[src/rtl/core/mmsc_pkg.sv]
// Shared widths, register indexes and status types for the masked modular sum checksum.
// No dependencies.
package mmsc_pkg;

	localparam int WORD_W = 64;
	localparam int MOD_W  = 62;
	localparam int DIV_W  = WORD_W + 1;
	localparam int CNT_W  = $clog2(DIV_W + 1);
	localparam int IDX_W  = 1;

	localparam logic [IDX_W-1:0] REG_XOR_MASK = 1'd0;
	localparam logic [IDX_W-1:0] REG_MODULUS  = 1'd1;

	typedef struct packed {
		logic idle;
		logic done;
	} rem_status_t;

endpackage

[src/rtl/core/mmsc_rem.sv]
// Bit-serial restoring remainder unit: one dividend bit per cycle, MSB first.
// Depends on mmsc_pkg.
module mmsc_rem (
	input  logic                           clk,
	input  logic                           arst_n,
	input  logic                           start,
	input  logic [mmsc_pkg::DIV_W-1:0]     dividend,
	input  logic [mmsc_pkg::MOD_W-1:0]     modulus,
	input  logic                           take,
	output mmsc_pkg::rem_status_t          stat,
	output logic [mmsc_pkg::MOD_W-1:0]     remainder
);

	typedef enum logic [2:0] {
		ST_IDLE = 3'b001,
		ST_RUN  = 3'b010,
		ST_DONE = 3'b100
	} state_t;

	state_t                        state_q;
	logic [mmsc_pkg::CNT_W-1:0]    cnt_q;
	logic [mmsc_pkg::DIV_W-1:0]    div_q;
	logic [mmsc_pkg::MOD_W-1:0]    rem_q;
	logic [mmsc_pkg::MOD_W:0]      trial;
	logic [mmsc_pkg::MOD_W:0]      diff;
	logic [mmsc_pkg::MOD_W-1:0]    rem_nxt;

	always_comb begin
		trial = {rem_q, div_q[mmsc_pkg::DIV_W-1]};
		diff  = trial - {1'b0, modulus};
		if (trial >= {1'b0, modulus}) begin
			rem_nxt = diff[mmsc_pkg::MOD_W-1:0];
		end else begin
			rem_nxt = trial[mmsc_pkg::MOD_W-1:0];
		end
	end

	always_ff @(posedge clk or negedge arst_n) begin
		if (!arst_n) begin
			state_q <= ST_IDLE;
			cnt_q   <= '0;
		end else begin
			case (state_q)
				ST_IDLE: begin
					if (start) begin
						cnt_q   <= mmsc_pkg::CNT_W'(mmsc_pkg::DIV_W);
						state_q <= ST_RUN;
					end
				end
				ST_RUN: begin
					cnt_q <= cnt_q - mmsc_pkg::CNT_W'(1);
					if (cnt_q == mmsc_pkg::CNT_W'(1)) begin
						state_q <= ST_DONE;
					end
				end
				ST_DONE: begin
					if (take) begin
						state_q <= ST_IDLE;
					end
				end
				default: state_q <= ST_IDLE;
			endcase
		end
	end

	always_ff @(posedge clk) begin
		if (state_q == ST_IDLE && start) begin
			div_q <= dividend;
			rem_q <= '0;
		end else if (state_q == ST_RUN) begin
			div_q <= {div_q[mmsc_pkg::DIV_W-2:0], 1'b0};
			rem_q <= rem_nxt;
		end
	end

	assign stat.idle = (state_q == ST_IDLE);
	assign stat.done = (state_q == ST_DONE);
	assign remainder = rem_q;

endmodule

[src/rtl/core/masked_modular_sum_checksum_core.sv]
// Masked modular sum checksum core: XOR mask, running modular sum, serial reduction.
// Each accepted word runs through the 65-step bit-serial remainder loop in mmsc_rem; in_stall
// holds further words until that result is taken, which out_stall can also hold off.
// Reset (arst_n low, asynchronous): mask 0, modulus 1, running sum 0, no output pending.
// Depends on mmsc_pkg and mmsc_rem.
module masked_modular_sum_checksum_core (
	input  logic                            clk,
	input  logic                            arst_n,
	input  logic                            cfg_we,
	input  logic [mmsc_pkg::IDX_W-1:0]      cfg_index,
	input  logic [mmsc_pkg::WORD_W-1:0]     cfg_data,
	input  logic                            in_valid,
	output logic                            in_stall,
	input  logic [mmsc_pkg::WORD_W-1:0]     word,
	input  logic                            last_word,
	output logic                            out_valid,
	input  logic                            out_stall,
	output logic [mmsc_pkg::MOD_W-1:0]      checksum,
	output logic                            is_final
);

	logic [mmsc_pkg::WORD_W-1:0]   xor_mask_q;
	logic [mmsc_pkg::MOD_W-1:0]    modulus_q;
	logic [mmsc_pkg::MOD_W-1:0]    mod_eff;
	logic [mmsc_pkg::MOD_W-1:0]    running_sum_q;
	logic                          last_q;
	logic                          out_valid_q;
	logic [mmsc_pkg::MOD_W-1:0]    checksum_q;
	logic                          is_final_q;
	logic                          start;
	logic                          take;
	logic [mmsc_pkg::DIV_W-1:0]    dividend;
	logic [mmsc_pkg::MOD_W-1:0]    remainder;
	mmsc_pkg::rem_status_t         stat;

	always_ff @(posedge clk or negedge arst_n) begin
		if (!arst_n) begin
			xor_mask_q <= '0;
			modulus_q  <= mmsc_pkg::MOD_W'(1);
		end else if (cfg_we) begin
			case (cfg_index)
				mmsc_pkg::REG_XOR_MASK: xor_mask_q <= cfg_data;
				mmsc_pkg::REG_MODULUS:  modulus_q  <= cfg_data[mmsc_pkg::MOD_W-1:0];
				default: ;
			endcase
		end
	end

	assign mod_eff  = (modulus_q == '0) ? mmsc_pkg::MOD_W'(1) : modulus_q;
	assign in_stall = !stat.idle;
	assign start    = in_valid && !in_stall;
	assign dividend = mmsc_pkg::DIV_W'(running_sum_q) + mmsc_pkg::DIV_W'(word ^ xor_mask_q);
	assign take     = stat.done && (!out_valid_q || !out_stall);

	mmsc_rem u_rem (
		.clk       (clk),
		.arst_n    (arst_n),
		.start     (start),
		.dividend  (dividend),
		.modulus   (mod_eff),
		.take      (take),
		.stat      (stat),
		.remainder (remainder)
	);

	always_ff @(posedge clk or negedge arst_n) begin
		if (!arst_n) begin
			running_sum_q <= '0;
			out_valid_q   <= 1'b0;
		end else begin
			if (take) begin
				running_sum_q <= last_q ? '0 : remainder;
				out_valid_q   <= 1'b1;
			end else if (!out_stall) begin
				out_valid_q <= 1'b0;
			end
		end
	end

	always_ff @(posedge clk) begin
		if (start) begin
			last_q <= last_word;
		end
		if (take) begin
			checksum_q <= remainder;
			is_final_q <= last_q;
		end
	end

	assign out_valid = out_valid_q;
	assign checksum  = checksum_q;
	assign is_final  = is_final_q;

endmodule

[config.mk]
export PLATFORM = sky130hd
export DESIGN_NAME = masked_modular_sum_checksum_core
export DESIGN_NICKNAME = d
export VERILOG_FILES = /design/src/rtl/core/mmsc_pkg.sv /design/src/rtl/core/mmsc_rem.sv /design/src/rtl/core/masked_modular_sum_checksum_core.sv
export SDC_FILE = /design/constraint.sdc
export NUM_CORES = 1
export LEC_CHECK = 0
export BUFFER_PORTS_ARGS = -buffer_cell sky130_fd_sc_hd__buf_4
export CAP_MARGIN = 10
export CORE_MARGIN = 2
export CORE_UTILIZATION = 35
export CTS_BUF_LIST = sky130_fd_sc_hd__clkbuf_8
export CTS_CLUSTER_SIZE = 8
export DETAILED_ROUTE_END_ITERATION = 10
export SLEW_MARGIN = 5
export SYNTH_ARGS = -nofsm -noshare
export SYNTH_HDL_FRONTEND = slang
export SYNTH_HIERARCHICAL = 1
export SYNTH_SLANG_ARGS = --single-unit
export TNS_END_PERCENT = 10
[constraint.sdc]
create_clock -name clk -period 3.7 [get_ports clk]
set_input_delay 0 -clock clk [delete_from_list [all_inputs] [get_ports clk]]
set_output_delay 0 -clock clk [all_outputs]
set_load 0.01 [all_outputs]
==> impl_metrics.xml <==
<?xml version="1.0" encoding="UTF-8"?>
<metrics>
  <group name="outcome">
    <metric name="status" unit="">finished, violations left</metric>
    <metric name="violations" unit="">setup timing</metric>
  </group>
  <group name="logic_synthesis">
    <metric name="synth.yosys.warnings" unit="">6</metric>
    <metric name="ys_async_sr_fraction" unit="%">51.0</metric>
    <metric name="synthCells" unit="">2537</metric>
    <metric name="postSynthAreaPerCell" unit="sq um">9.27</metric>
    <metric name="ys_seq_elements" unit="">390</metric>
    <metric name="number_of_distinct_library_cells_after_synthesis" unit="">84</metric>
    <metric name="mappedNetlistArea" unit="sq mm">0.0235</metric>
    <metric name="synth_edf_count" unit="">129</metric>
    <metric name="dominantRegCellSynth" unit="">sky130_fd_sc_hd__dfrtp_1</metric>
    <metric name="seq_area_frac_synth" unit="%">42.9</metric>
    <metric name="syn_nets" unit="">2806</metric>
  </group>
  <group name="routing">
    <metric name="detail_route.iter0.violations" unit="">1928</metric>
    <metric name="num_vias" unit="">20100</metric>
    <metric name="avgViaCountPerCell" unit="">5.26</metric>
    <metric name="antenna_violating_nets_post_route" unit="">0</metric>
    <metric name="drt-total-wl" unit="um">78300</metric>
    <metric name="wl_per_cell" unit="um">20.5</metric>
    <metric name="drc" unit="">0</metric>
    <metric name="firstDrtPassIters" unit="">5</metric>
  </group>
  <group name="sta">
    <metric name="max_slew_margin" unit="%">37.3</metric>
    <metric name="timing.final.setup_violations" unit="">62</metric>
    <metric name="fin_hold_ws" unit="ns">0.0114</metric>
    <metric name="setup_ws_final" unit="ns">-0.351</metric>
    <metric name="setup_total_negative_slack" unit="ns">-16.46</metric>
    <metric name="finalMaxSlewViolations" unit="">0</metric>
    <metric name="post-route-min-period" unit="ns">4.05</metric>
    <metric name="final_min_period_over_clock_period" unit="%">109</metric>
    <metric name="rsz0062_at_grt" unit="">true</metric>
    <metric name="worst_pin_slew" unit="ns">0.941</metric>
    <metric name="finClkSkew" unit="ns">0.0341</metric>
    <metric name="max_clock_freq" unit="MHz">247</metric>
    <metric name="timing_hold_violations_final" unit="">0</metric>
  </group>
  <group name="pwr">
    <metric name="finalPower" unit="uW">15100</metric>
    <metric name="p_leak" unit="uW">0.0130</metric>
    <metric name="power.density" unit="mW/mm^2">513</metric>
    <metric name="vdd_drop_max" unit="mV">0.305</metric>
  </group>
  <group name="clock_network">
    <metric name="clock-root-buffer" unit="">sky130_fd_sc_hd__clkbuf_8</metric>
    <metric name="cts-htree-levels" unit="">3</metric>
    <metric name="clockBufferDepth" unit="">3</metric>
    <metric name="clkLatencyLatePin" unit="ns">0.66</metric>
    <metric name="tritoncts.num_buffers" unit="">70</metric>
    <metric name="tritoncts" unit="">done</metric>
    <metric name="path_clk_slew" unit="ns">0.06</metric>
    <metric name="clock_sinks" unit="">390</metric>
  </group>
  <group name="hold_path">
    <metric name="holdCritPathClass" unit="">in2async</metric>
  </group>
  <group name="global_route">
    <metric name="grt_first_pass_wirelength" unit="um">119000</metric>
    <metric name="grt_pass1_vias" unit="">20100</metric>
    <metric name="grt_usage" unit="%">22.2</metric>
    <metric name="grt_remaining_overflow" unit="">0</metric>
    <metric name="grt_start_max_net_pins" unit="">123</metric>
    <metric name="antenna_found_initial" unit="">4</metric>
  </group>
  <group name="placed_design">
    <metric name="io_buffer_count" unit="">199</metric>
    <metric name="finalWeightedCongestion" unit="">0.949</metric>
    <metric name="dp_cells" unit="">3606</metric>
    <metric name="dp_hpwl" unit="um">59800</metric>
  </group>
  <group name="floorplanning">
    <metric name="fp-row-count" unit="">95</metric>
    <metric name="die_height" unit="um">263</metric>
    <metric name="floorplan.initialDensity" unit="%">35.2</metric>
    <metric name="floorplan.die_area" unit="sq mm">0.0693</metric>
    <metric name="placeable_core_region" unit="sq mm">0.0669</metric>
    <metric name="die_w" unit="um">263</metric>
    <metric name="pin_count" unit="">200</metric>
  </group>
  <group name="critical_path">
    <metric name="worst_setup_path_class" unit="">reg2reg</metric>
    <metric name="slowest_stage" unit="">sky130_fd_sc_hd__o41ai_2</metric>
    <metric name="startpoint" unit="">modulus_q[50]</metric>
    <metric name="cp_max_fo" unit="">9</metric>
    <metric name="critical_path.max_stage_delay" unit="ns">0.42</metric>
    <metric name="cp.arrival" unit="ns">4.57</metric>
    <metric name="worstPathCellList" unit="">nor4_4 &gt; buf_4 &gt; nand4_1 &gt; o41ai_2 &gt; ha_2 &gt; nand2b_4 &gt; a21oi_4 &gt; o211a_1 &gt; o311ai_2 &gt; a21o_1 &gt; a21oi_2 &gt; a211o_1 &gt; a21bo_4 &gt; clkbuf_16 &gt; mux2i_1 &gt; o21ai_1</metric>
    <metric name="critical_path_rt" unit="ns">4.22</metric>
    <metric name="worst-r2r-cell-count" unit="">16</metric>
    <metric name="endpoint" unit="">u_rem/remainder[6]</metric>
    <metric name="setup.worst_path.end_class" unit="">flip-flop</metric>
    <metric name="timing.critical_path.from_type" unit="">flip-flop</metric>
    <metric name="critical_register_to_register_path_startpoint" unit="">modulus_q[50]</metric>
    <metric name="reg2reg_capture_point" unit="">u_rem/remainder[6]</metric>
    <metric name="worst-r2r-setup-slack" unit="ns">-0.35</metric>
  </group>
  <group name="finish">
    <metric name="mostFrequentLayoutCells" unit="">406 x sky130_fd_sc_hd__nand2_1, 364 x sky130_fd_sc_hd__buf_4, 197 x sky130_fd_sc_hd__dfrtp_1</metric>
    <metric name="drive_above_1_share" unit="%">23.7</metric>
    <metric name="final-seq-area" unit="sq mm">0.0101</metric>
    <metric name="layout.nets" unit="">3166</metric>
    <metric name="areaGrowthSynthToFinish" unit="%">25.5</metric>
    <metric name="most_common_cell_after_layout_fill_and_taps_aside" unit="">sky130_fd_sc_hd__nand2_1</metric>
    <metric name="multi_input_area" unit="sq mm">0.0126</metric>
    <metric name="nFillCells" unit="">6401</metric>
    <metric name="final-instance-count-excl-fill" unit="">3826</metric>
  </group>
  <group name="job">
    <metric name="timing.max_cap.violations" unit="">0</metric>
  </group>
</metrics>
## worst min path at each step
stage               from                 to  cells after the start
6_report          arst_n     xor_mask_q[63]                      2
5_1_grt        last_word             last_q                      2
4_1_cts           arst_n     xor_mask_q[63]                      2
2_1_floorplan     arst_n      modulus_q[10]                      0
3_5_place_dp      arst_n     xor_mask_q[63]                      1
3_3_place_gp      arst_n  running_sum_q[57]                      1
## repair_timing
action | 4_1_cts | 5_1_grt
gates cloned | 1 | 2
setup endpoints to repair | 64 | 69
gates resized for setup | 56 | 41
hold buffers | 81 | 0
endpoints found under the hold margin | 239 | 0
pin swaps | 33 | 24
buffers inserted | 7 | 2
## per-stage QoR
step           utilization, %  worst slack (ns)  instance area (sq um)
2_1_floorplan               -            0.0757                  23500
4_1_cts                  43.8            -0.210                  29300
3_3_place_gp             40.0            -0.909                  26800
3_5_place_dp             40.0            -0.848                  26800
6_report                 44.1            -0.351                  29500
5_1_grt                  44.1            -0.466                  29500
## worst max-delay path: cells and delay by family, from the launching register on
kind | cells | cell delay, ns
AOI/OAI and AO/OA | 9 | 2.09
adders and majority gates | 1 | 0.28
buffers and inverters | 2 | 0.39
DFF | 1 | 0.40
muxes | 1 | 0.17
and+or+nand+nor | 3 | 0.58
## cell families (layout without fill, tap and decap cells)
kind of cell / after synthesis / after routing / share of synthesized area [%]
multiplexers: 144 / 144 / 6.80
other: 0 / 1 / 0
adder cells (fa/ha/maj): 134 / 134 / 7.19
AND/OR/NAND/NOR: 768 / 768 / 14.8
AO/OA/AOI/OAI: 629 / 629 / 16.4
buffers and inverters: 292 / 707 / 5.16
flip-flops: 390 / 390 / 42.9
XOR/XNOR: 180 / 180 / 6.70
## cell usage after synthesis, types with 5 or more instances
cell type,number,share of area (%)
sky130_fd_sc_hd__ha_1,132,7.0
sky130_fd_sc_hd__o31ai_1,10,0.32
sky130_fd_sc_hd__buf_6,9,0.43
sky130_fd_sc_hd__mux2i_1,17,0.72
sky130_fd_sc_hd__and3_1,12,0.32
sky130_fd_sc_hd__dfxtp_1,62,5.3
sky130_fd_sc_hd__nand3_1,31,0.66
sky130_fd_sc_hd__dfrtp_1,197,21
sky130_fd_sc_hd__nor4_1,26,0.69
sky130_fd_sc_hd__nand2b_1,72,1.9
sky130_fd_sc_hd__mux2_2,127,6.1
sky130_fd_sc_hd__nand2_1,417,6.7
sky130_fd_sc_hd__a22oi_1,9,0.29
sky130_fd_sc_hd__nor2_1,99,1.6
sky130_fd_sc_hd__o211ai_1,17,0.54
sky130_fd_sc_hd__a211oi_1,6,0.19
sky130_fd_sc_hd__a21o_1,50,1.6
sky130_fd_sc_hd__a32oi_1,12,0.45
sky130_fd_sc_hd__a21boi_0,8,0.26
sky130_fd_sc_hd__nor2b_1,9,0.24
sky130_fd_sc_hd__nor3_1,24,0.51
sky130_fd_sc_hd__a21oi_1,192,4.1
sky130_fd_sc_hd__and4_1,6,0.22
sky130_fd_sc_hd__clkbuf_1,147,2.3
sky130_fd_sc_hd__o21ai_0,167,3.6
sky130_fd_sc_hd__buf_2,9,0.19
sky130_fd_sc_hd__edfxtp_1,129,16
sky130_fd_sc_hd__a31oi_1,11,0.29
sky130_fd_sc_hd__o21a_1,20,0.64
sky130_fd_sc_hd__o21bai_1,31,0.99
sky130_fd_sc_hd__and2_1,8,0.21
sky130_fd_sc_hd__o21ai_1,40,0.85
sky130_fd_sc_hd__or3_1,5,0.13
sky130_fd_sc_hd__inv_1,120,1.9
sky130_fd_sc_hd__xnor2_1,72,2.7
sky130_fd_sc_hd__xor2_1,108,4.0
sky130_fd_sc_hd__nand4_1,40,1.1
## state kept, by name, summed over array words and instances, names as in the netlist
register,flops
checksum,62
u_rem/remainder,62
is_final,1
u_rem/div_q,65
running_sum_q,62
xor_mask_q,64
out_valid,1
u_rem/state_q,3
last_q,1
modulus_q,62
u_rem/cnt_q,7
## cell type report
class                   count  area share (%)
diodes                      1         0.00848
clock buffers              82            3.82
clock inverters            45            1.20
inverters                 120            1.53
multi-input cells        1855            42.6
flip-flops and latches    390            34.2
well taps                 873            3.70
repair buffers            460            13.0
## report_power, final
group	internal (uW)	leakage, uW	total (uW)	switching, uW
combinational	1960	0.00800	5050	3090
sequential	5350	0.00418	5780	437
clock	2440	0.000836	4310	1870
total	9750	0.0130	15100	5400
## routing by layer
layer | up-vias | GRT usage [%] | wire [um]
met1 | 9610 | 30.8 | 35900
met3 | 143 | 3.38 | 4660
li1 | 9630 | - | -
met4 | 0 | 10.1 | 3260
met2 | 731 | 34.1 | 34500
met5 | - | 0 | 0
Note: power is estimated with default switching activity, not from simulation.
